### config.mk
export PLATFORM = sky130hd
export DESIGN_NAME = telnet_item_segmenter_unit
export DESIGN_NICKNAME = d
export VERILOG_FILES = /design/src/sv/tis_pkg.sv /design/src/sv/telnet_item_segmenter_unit.sv /design/src/sv/tis_parser.sv /design/src/sv/tis_out_queue.sv
export SDC_FILE = /design/constraint.sdc
export NUM_CORES = 1
export LEC_CHECK = 0
export BUFFER_PORTS_ARGS = -buffer_cell sky130_fd_sc_hd__buf_2
export CORE_ASPECT_RATIO = 0.5
export CORE_MARGIN = 2
export CORE_UTILIZATION = 55
export CTS_CLUSTER_DIAMETER = 30
export DETAILED_ROUTE_END_ITERATION = 10
export HOLD_SLACK_MARGIN = 0.02
export PLACE_DENSITY = 0.74
export SYNTH_ARGS = -nofsm -noshare
export SYNTH_HDL_FRONTEND = slang
export SYNTH_SLANG_ARGS = --single-unit
### constraint.sdc
create_clock -name clk -period 6.6 [get_ports clk]
set_input_delay 0.33 -clock clk [delete_from_list [all_inputs] [get_ports clk]]
set_output_delay 0.33 -clock clk [all_outputs]
set_load 0.02 [all_outputs]
### src/sv/tis_pkg.sv
// Package for the Telnet item segmenter: codes, parse phases, word types.
// Used by tis_parser, tis_out_queue and telnet_item_segmenter_unit.
// No dependencies.
package tis_pkg;

  // Telnet command codes
  localparam logic [7:0] CODE_IAC  = 8'hff;
  localparam logic [7:0] CODE_DONT = 8'hfe;
  localparam logic [7:0] CODE_DO   = 8'hfd;
  localparam logic [7:0] CODE_WONT = 8'hfc;
  localparam logic [7:0] CODE_WILL = 8'hfb;
  localparam logic [7:0] CODE_SB   = 8'hfa;
  localparam logic [7:0] CODE_EL   = 8'hf8;
  localparam logic [7:0] CODE_EC   = 8'hf7;
  localparam logic [7:0] CODE_SE   = 8'hf0;

  // Result queue geometry
  localparam int QDEPTH = 4;
  localparam int QPTR_W = 2;
  localparam int QCNT_W = 3;

  typedef enum logic [2:0] {
    PH_IDLE    = 3'd0,
    PH_DATA    = 3'd1,
    PH_HELD    = 3'd2,
    PH_OPTION  = 3'd3,
    PH_SUB     = 3'd4,
    PH_SUB_IAC = 3'd5
  } phase_t;

  typedef enum logic [1:0] {
    KIND_DATA = 2'd0,
    KIND_CMD  = 2'd1,
    KIND_NEG  = 2'd2,
    KIND_SUB  = 2'd3
  } kind_t;

  // One output word
  typedef struct packed {
    logic [7:0] byte_val;
    logic       item_start;
    kind_t      item_kind;
    logic       last_of_run;
  } result_t;

  // Words produced by one accepted input byte (zero, one or two)
  typedef struct packed {
    logic [1:0] cnt;
    result_t    r0;
    result_t    r1;
  } push_t;

endpackage

### src/sv/telnet_item_segmenter_unit.sv
// Top level of the Telnet item segmenter.
// Depends on tis_pkg, tis_parser and tis_out_queue.
// Splits a Telnet byte stream into data, command, negotiation and subnegotiation items.
//
// Usage:
//   Input channel: byte_in with in_valid / in_stall; a word is taken at a rising
//   edge with in_valid high and in_stall low. One byte per clock is taken while in_stall is low.
//   Output channel: byte_out, item_start, item_kind, last_of_run with out_valid /
//   out_stall; a word leaves at an edge with out_valid high and out_stall low.
//   Each input byte gives zero, one or two output words; two only when a held
//   IAC is released with the byte after it, which itself gave none.
//   With the queue empty, a byte's first word is on the output the cycle after
//   the byte is taken; the second word of a pair follows once the first has left.
//   Throughput: one byte per clock while in_stall is low, limited by the
//   one-word-per-clock output port of a four-word result queue; in_stall rises
//   when more than two words are waiting, so a stalled receiver backs up the input.
//   cfg_we / cfg_wdata write synch_clear (drop data and erase commands);
//   write it only while the block is idle.
//   Reset (rst, synchronous): queue empty, parser between items, synch_clear 0.
module telnet_item_segmenter_unit (
  input  logic       clk,
  input  logic       rst,
  input  logic       cfg_we,
  input  logic       cfg_wdata,
  input  logic       in_valid,
  output logic       in_stall,
  input  logic [7:0] byte_in,
  output logic       out_valid,
  input  logic       out_stall,
  output logic [7:0] byte_out,
  output logic       item_start,
  output logic [1:0] item_kind,
  output logic       last_of_run
);

  logic             synch_clear;
  logic             accept;
  logic             pop;
  logic             nearly_full;
  tis_pkg::push_t   push;
  tis_pkg::result_t head;

  // Configuration register
  always_ff @(posedge clk) begin
    if (rst) begin
      synch_clear <= 1'b0;
    end else if (cfg_we) begin
      synch_clear <= cfg_wdata;
    end
  end

  // Handshakes
  assign in_stall = nearly_full;
  assign accept   = in_valid & ~in_stall;
  assign pop      = out_valid & ~out_stall;

  tis_parser u_parser (
    .clk         (clk),
    .rst         (rst),
    .accept      (accept),
    .byte_in     (byte_in),
    .synch_clear (synch_clear),
    .push        (push)
  );

  tis_out_queue u_queue (
    .clk         (clk),
    .rst         (rst),
    .push        (push),
    .pop         (pop),
    .head        (head),
    .not_empty   (out_valid),
    .nearly_full (nearly_full)
  );

  assign byte_out    = head.byte_val;
  assign item_start  = head.item_start;
  assign item_kind   = head.item_kind;
  assign last_of_run = head.last_of_run;

  // Input is only held off while words wait at the output
  a_stall_has_words: assert property (@(posedge clk) disable iff (rst)
    in_stall |-> out_valid)
    else $error("input stalled with empty output");

  // A taken byte that yields words shows one at the output next cycle
  a_word_follows: assert property (@(posedge clk) disable iff (rst)
    push.cnt != 2'd0 |=> out_valid)
    else $error("pushed word not visible");

  // A data item start word is always the last word of its byte
  a_start_kind: assert property (@(posedge clk) disable iff (rst)
    out_valid && item_start && item_kind == tis_pkg::KIND_DATA |-> last_of_run)
    else $error("data item start not final word of its byte");

endmodule

### src/sv/tis_parser.sv
// Telnet stream parser: phase state, drop decision and word generation.
// Depends on tis_pkg.
// Produces up to two words per accepted byte for the result queue.
module tis_parser (
  input  logic           clk,
  input  logic           rst,
  input  logic           accept,
  input  logic [7:0]     byte_in,
  input  logic           synch_clear,
  output tis_pkg::push_t push
);

  tis_pkg::phase_t phase, phase_next;
  tis_pkg::kind_t  cur_kind, cur_kind_next;
  logic            dropping, dropping_next;

  logic is_neg;
  logic is_erase;
  tis_pkg::kind_t held_kind;
  logic held_drop;

  assign is_neg = (byte_in == tis_pkg::CODE_DO)   || (byte_in == tis_pkg::CODE_DONT) ||
                  (byte_in == tis_pkg::CODE_WILL) || (byte_in == tis_pkg::CODE_WONT);
  assign is_erase = (byte_in == tis_pkg::CODE_EC) || (byte_in == tis_pkg::CODE_EL);

  // Kind of a command once its second byte is seen
  always_comb begin
    if (is_neg) begin
      held_kind = tis_pkg::KIND_NEG;
      held_drop = 1'b0;
    end else if (byte_in == tis_pkg::CODE_SB) begin
      held_kind = tis_pkg::KIND_SUB;
      held_drop = 1'b0;
    end else begin
      held_kind = tis_pkg::KIND_CMD;
      held_drop = synch_clear & is_erase;
    end
  end

  // Next phase and words for this byte
  always_comb begin
    phase_next    = phase;
    cur_kind_next = cur_kind;
    dropping_next = dropping;
    push          = '0;
    unique case (phase)
      tis_pkg::PH_HELD: begin
        cur_kind_next = held_kind;
        dropping_next = held_drop;
        if (is_neg) begin
          phase_next = tis_pkg::PH_OPTION;
        end else if (byte_in == tis_pkg::CODE_SB) begin
          phase_next = tis_pkg::PH_SUB;
        end else begin
          phase_next = tis_pkg::PH_IDLE;
        end
        if (!held_drop) begin
          push.cnt = 2'd2;
          push.r0  = '{byte_val: tis_pkg::CODE_IAC, item_start: 1'b1,
                       item_kind: held_kind, last_of_run: 1'b0};
          push.r1  = '{byte_val: byte_in, item_start: 1'b0,
                       item_kind: held_kind, last_of_run: 1'b1};
        end
      end
      tis_pkg::PH_OPTION: begin
        push.cnt   = 2'd1;
        push.r0    = '{byte_val: byte_in, item_start: 1'b0,
                       item_kind: cur_kind, last_of_run: 1'b1};
        phase_next = tis_pkg::PH_IDLE;
      end
      tis_pkg::PH_SUB: begin
        push.cnt = 2'd1;
        push.r0  = '{byte_val: byte_in, item_start: 1'b0,
                     item_kind: cur_kind, last_of_run: 1'b1};
        if (byte_in == tis_pkg::CODE_IAC) begin
          phase_next = tis_pkg::PH_SUB_IAC;
        end
      end
      tis_pkg::PH_SUB_IAC: begin
        push.cnt   = 2'd1;
        push.r0    = '{byte_val: byte_in, item_start: 1'b0,
                       item_kind: cur_kind, last_of_run: 1'b1};
        phase_next = (byte_in == tis_pkg::CODE_SE) ? tis_pkg::PH_IDLE : tis_pkg::PH_SUB;
      end
      tis_pkg::PH_DATA: begin
        if (byte_in == tis_pkg::CODE_IAC) begin
          phase_next = tis_pkg::PH_HELD;
        end else if (!dropping) begin
          push.cnt = 2'd1;
          push.r0  = '{byte_val: byte_in, item_start: 1'b0,
                       item_kind: tis_pkg::KIND_DATA, last_of_run: 1'b1};
        end
      end
      default: begin
        // between items; unused codes behave the same
        if (byte_in == tis_pkg::CODE_IAC) begin
          phase_next = tis_pkg::PH_HELD;
        end else begin
          cur_kind_next = tis_pkg::KIND_DATA;
          dropping_next = synch_clear;
          phase_next    = tis_pkg::PH_DATA;
          if (!synch_clear) begin
            push.cnt = 2'd1;
            push.r0  = '{byte_val: byte_in, item_start: 1'b1,
                         item_kind: tis_pkg::KIND_DATA, last_of_run: 1'b1};
          end
        end
      end
    endcase
    if (!accept) begin
      push.cnt = 2'd0;
    end
  end

  // Parse state registers
  always_ff @(posedge clk) begin
    if (rst) begin
      phase    <= tis_pkg::PH_IDLE;
      cur_kind <= tis_pkg::KIND_DATA;
      dropping <= 1'b0;
    end else if (accept) begin
      phase    <= phase_next;
      cur_kind <= cur_kind_next;
      dropping <= dropping_next;
    end
  end

  // A pair of words only ever releases a held IAC
  a_pair_from_held: assert property (@(posedge clk) disable iff (rst)
    push.cnt == 2'd2 |-> phase == tis_pkg::PH_HELD)
    else $error("two words pushed outside held phase");

  // An IAC between items or inside data is always held back
  a_iac_held: assert property (@(posedge clk) disable iff (rst)
    accept && byte_in == tis_pkg::CODE_IAC &&
    (phase == tis_pkg::PH_IDLE || phase == tis_pkg::PH_DATA)
    |=> phase == tis_pkg::PH_HELD && push.cnt == 2'd0 || phase == tis_pkg::PH_HELD)
    else $error("IAC not held back");

  // No word may be pushed without an accepted byte
  a_push_needs_accept: assert property (@(posedge clk) disable iff (rst)
    push.cnt != 2'd0 |-> accept)
    else $error("words pushed with no accepted byte");

endmodule

### src/sv/tis_out_queue.sv
// Four-word result queue: takes up to two words a cycle, gives at most one.
// Depends on tis_pkg.
// The head entry is the output register seen on the port.
module tis_out_queue (
  input  logic             clk,
  input  logic             rst,
  input  tis_pkg::push_t   push,
  input  logic             pop,
  output tis_pkg::result_t head,
  output logic             not_empty,
  output logic             nearly_full
);

  tis_pkg::result_t mem [tis_pkg::QDEPTH];
  logic [tis_pkg::QPTR_W-1:0] wr_ptr, rd_ptr;
  logic [tis_pkg::QCNT_W-1:0] count, count_next;
  logic [tis_pkg::QPTR_W-1:0] wr_ptr_inc;

  assign wr_ptr_inc  = wr_ptr + tis_pkg::QPTR_W'(1);
  assign head        = mem[rd_ptr];
  assign not_empty   = count != '0;
  // room for a pair of words is kept at all times an input may arrive
  assign nearly_full = count > tis_pkg::QCNT_W'(tis_pkg::QDEPTH - 2);
  assign count_next  = count + {1'b0, push.cnt} - {{(tis_pkg::QCNT_W-1){1'b0}}, pop};

  // Storage, no reset needed
  always_ff @(posedge clk) begin
    if (push.cnt != 2'd0) begin
      mem[wr_ptr] <= push.r0;
    end
    if (push.cnt == 2'd2) begin
      mem[wr_ptr_inc] <= push.r1;
    end
  end

  // Pointers and fill count
  always_ff @(posedge clk) begin
    if (rst) begin
      wr_ptr <= '0;
      rd_ptr <= '0;
      count  <= '0;
    end else begin
      wr_ptr <= wr_ptr + push.cnt;
      if (pop) begin
        rd_ptr <= rd_ptr + tis_pkg::QPTR_W'(1);
      end
      count <= count_next;
    end
  end

  a_no_overflow: assert property (@(posedge clk) disable iff (rst)
    count <= tis_pkg::QCNT_W'(tis_pkg::QDEPTH))
    else $error("result queue overflow");

  a_no_underflow: assert property (@(posedge clk) disable iff (rst)
    pop |-> not_empty)
    else $error("pop from empty result queue");

  a_pair_fill: assert property (@(posedge clk) disable iff (rst)
    push.cnt == 2'd2 && !pop |=> count == $past(count) + tis_pkg::QCNT_W'(2))
    else $error("fill count wrong after pair push");

endmodule

==> impl_metrics.ini <==
[clock_network]
cts.path.max_buffers = 2
cts.clk_slew.worst_paths_ns = 0.05
cts_hold_buf = 0
ctsHtreeMaxLevel = 3
clock_sinks = 64
post_cts_resized = 0
post-cts-setup-buffers = 0
tritoncts = done
cts_made_buffers = 9
cts_root_buf = clkbuf_16
clk-insertion-delay-late_ns = 0.32

[final_layout]
fillers = 468
fin_nets = 336
final_common_cell = edfxtp_1
layout-drive-gt1-share_pct = 24.2
syn_to_final_growth_pct = 12.8
n_antenna_cell = 0
post-route-util_pct = 64.0
seq_area_um2 = 1720
multiInputGateArea_um2 = 1560
final_cell_mix = edfxtp_1 (44), buf_2 (27), nor2_1 (26)

[global_route]
met2_usage_pct = 35.4
grt_pass1_wl_um = 12200
grt-ovfl-total = 0
antenna_found_initial = 0
grt_pass1_vias = 2330
use_met1_pct = 35.5
grt-busiest-layer = met1
grt_util_all_layers_pct = 24.5
grt_start_max_net_pins = 21
met3_usage_pct = 8.01

[worst_setup_path]
crit_path_max_fanout = 18
required_ns = 6.81
end_kind = flop
r2r_start = u_parser.phase[1]
path_class = flop to flop
start_kind = flop
crit_start = u_parser.phase[1]
critPathArrivalTime_ns = 3.16

[logic_synthesis]
synth_top_area_share_pct = 38.5
syn_nets = 315
synth-seq-cells = 64
syn_inst = 296
yosys.area.top_type = edfxtp_1
synth_edf_count = 44
yosysSeqAreaShare_pct = 50.1
synth_ff_type = edfxtp_1
ys_async_sr_fraction_pct = 0
synth_area_leaders = edfxtp_1 (38%), dfxtp_1 (12%), mux4_2 (7.9%), nor2_1 (2.8%), o21a_1 (2.6%)
avgSynthCellArea_um2 = 11.6
yosys_warnings = 0
synthDistinctLibCells = 67
synth_area_um2 = 3430

[die]
dieHeight_um = 59.9
die_x_um = 116
core_area_um2 = 6060
rows = 20
floorplan.die_area_um2 = 6930
pin_count = 28
start_util_pct = 56.7

[detailed_routing]
wl_per_cell_um = 19.2
drc = 0
drt_iter0_drc = 390
drt_wl_total_um = 7860
vias = 2496
vias_per_cell = 6.09
detail-route-antenna-nets = 0
dr.pass1.iters = 5

[power]
vdd_drop_max_uv = 161
finalPower_mw = 1.45
p_leak_nw = 1.40
power_density_nw_per_um2 = 374

[sta]
rsz0062_at_grt = false
hold_violations = 0
period_needed_ns = 2.96
tightestPinTransition_ns = 0.955
fin_tns_setup_ns = 0
drv_slew = 0
fin_skew_ns = 0.00337
whs_ns = 0.247
finalSetupViolations = 0
finalCritPeriodShare_pct = 44.8
fmax_mhz = 338
slew_headroom_pct = 36.3

[place]
io_buffers = 27
post-dp-hpwl_um = 5450
place_congestion = 0.905

[hold_path]
min_from = cfg_wdata
hp-class = primary input to flop

[run]
maxCapViolations = 0

[outcome]
outcome = finished clean
[where the power goes]
| part | internal (mW) | switching, mW |
|---|---|---|
| logic | 0.185 | 0.252 |
| clock network | 0.290 | 0.168 |
| registers | 0.491 | 0.0613 |
[sequential cells by signal, summed over array words and instances, names as in the netlist, named ones only]
name / cells
u_parser.cur_kind: 2
u_parser.dropping: 1
synch_clear: 1
u_queue.count: 3
u_queue.rd_ptr: 2
u_queue.wr_ptr: 2
u_queue.mem: 48
u_parser.phase: 3
[metrics by stage]
stage	cells	setup slack (ns)	cell area [um^2]
finish	410	3.64	3870
global route	410	3.36	3870
CTS	410	3.65	3870
detailed placement	394	3.67	3590
global placement	394	3.80	3590
floorplan	296	3.92	3430
[synthesized netlist by cell type, drive strengths merged, types with 6 or more instances]
cell,number
edfxtp,44
nor2,28
dfxtp,20
nand2,20
a21oi,14
inv,14
buf,12
mux4,12
o21a,12
nor2b,9
o21ai,9
o22ai,9
a21o,8
nor3,7
a31oi,6
clkbuf,6
nand3,6
nor4,6
[cell type report]
cell class,instances,share of cell area [%]
flip-flops and latches,64,44.4
multi-input cells,199,40.1
clock buffers,10,5.91
repair buffers,28,3.68
well taps,88,2.84
clock inverters,6,1.52
inverters,15,1.45
[per-layer routing]
layer / up-vias / routed length (um)
met5: - / 0
met4: 0 / 150
met3: 15 / 572
met2: 108 / 3390
met1: 1209 / 3750
li1: 1164 / -
[final timing paths]
path                             to  slack, ns  cells after the start
setup / recovery   u_queue.count[2]       3.64                     10
hold / removal          synch_clear       0.25                      3
hold reg to reg   u_queue.mem[1][3]       0.48                      2
setup reg to reg   u_queue.count[2]       3.64                     10
[worst max-delay path: stages (launching register included)]
cell	delay [ns]
dfxtp_1	0.53
nor3b_2	0.42
nand3_2	0.19
nor2_4	0.39
inv_1	0.16
ha_1	0.31
inv_1	0.05
fa_1	0.42
xor2_1	0.17
xnor2_1	0.13
nor2_1	0.05
[logic make-up after synthesis]
| group | Yosys count | synth area share (%) |
|---|---|---|
| buffers and inverters | 33 | 4.59 |
| AO/OA/AOI/OAI | 81 | 17.8 |
| multiplexers | 15 | 8.74 |
| flip-flops | 64 | 50.1 |
| adder cells (fa/ha/maj) | 5 | 2.04 |
| XOR/XNOR | 7 | 1.79 |
| AND/OR/NAND/NOR | 91 | 14.9 |
Note: power is estimated with default switching activity, not from simulation.
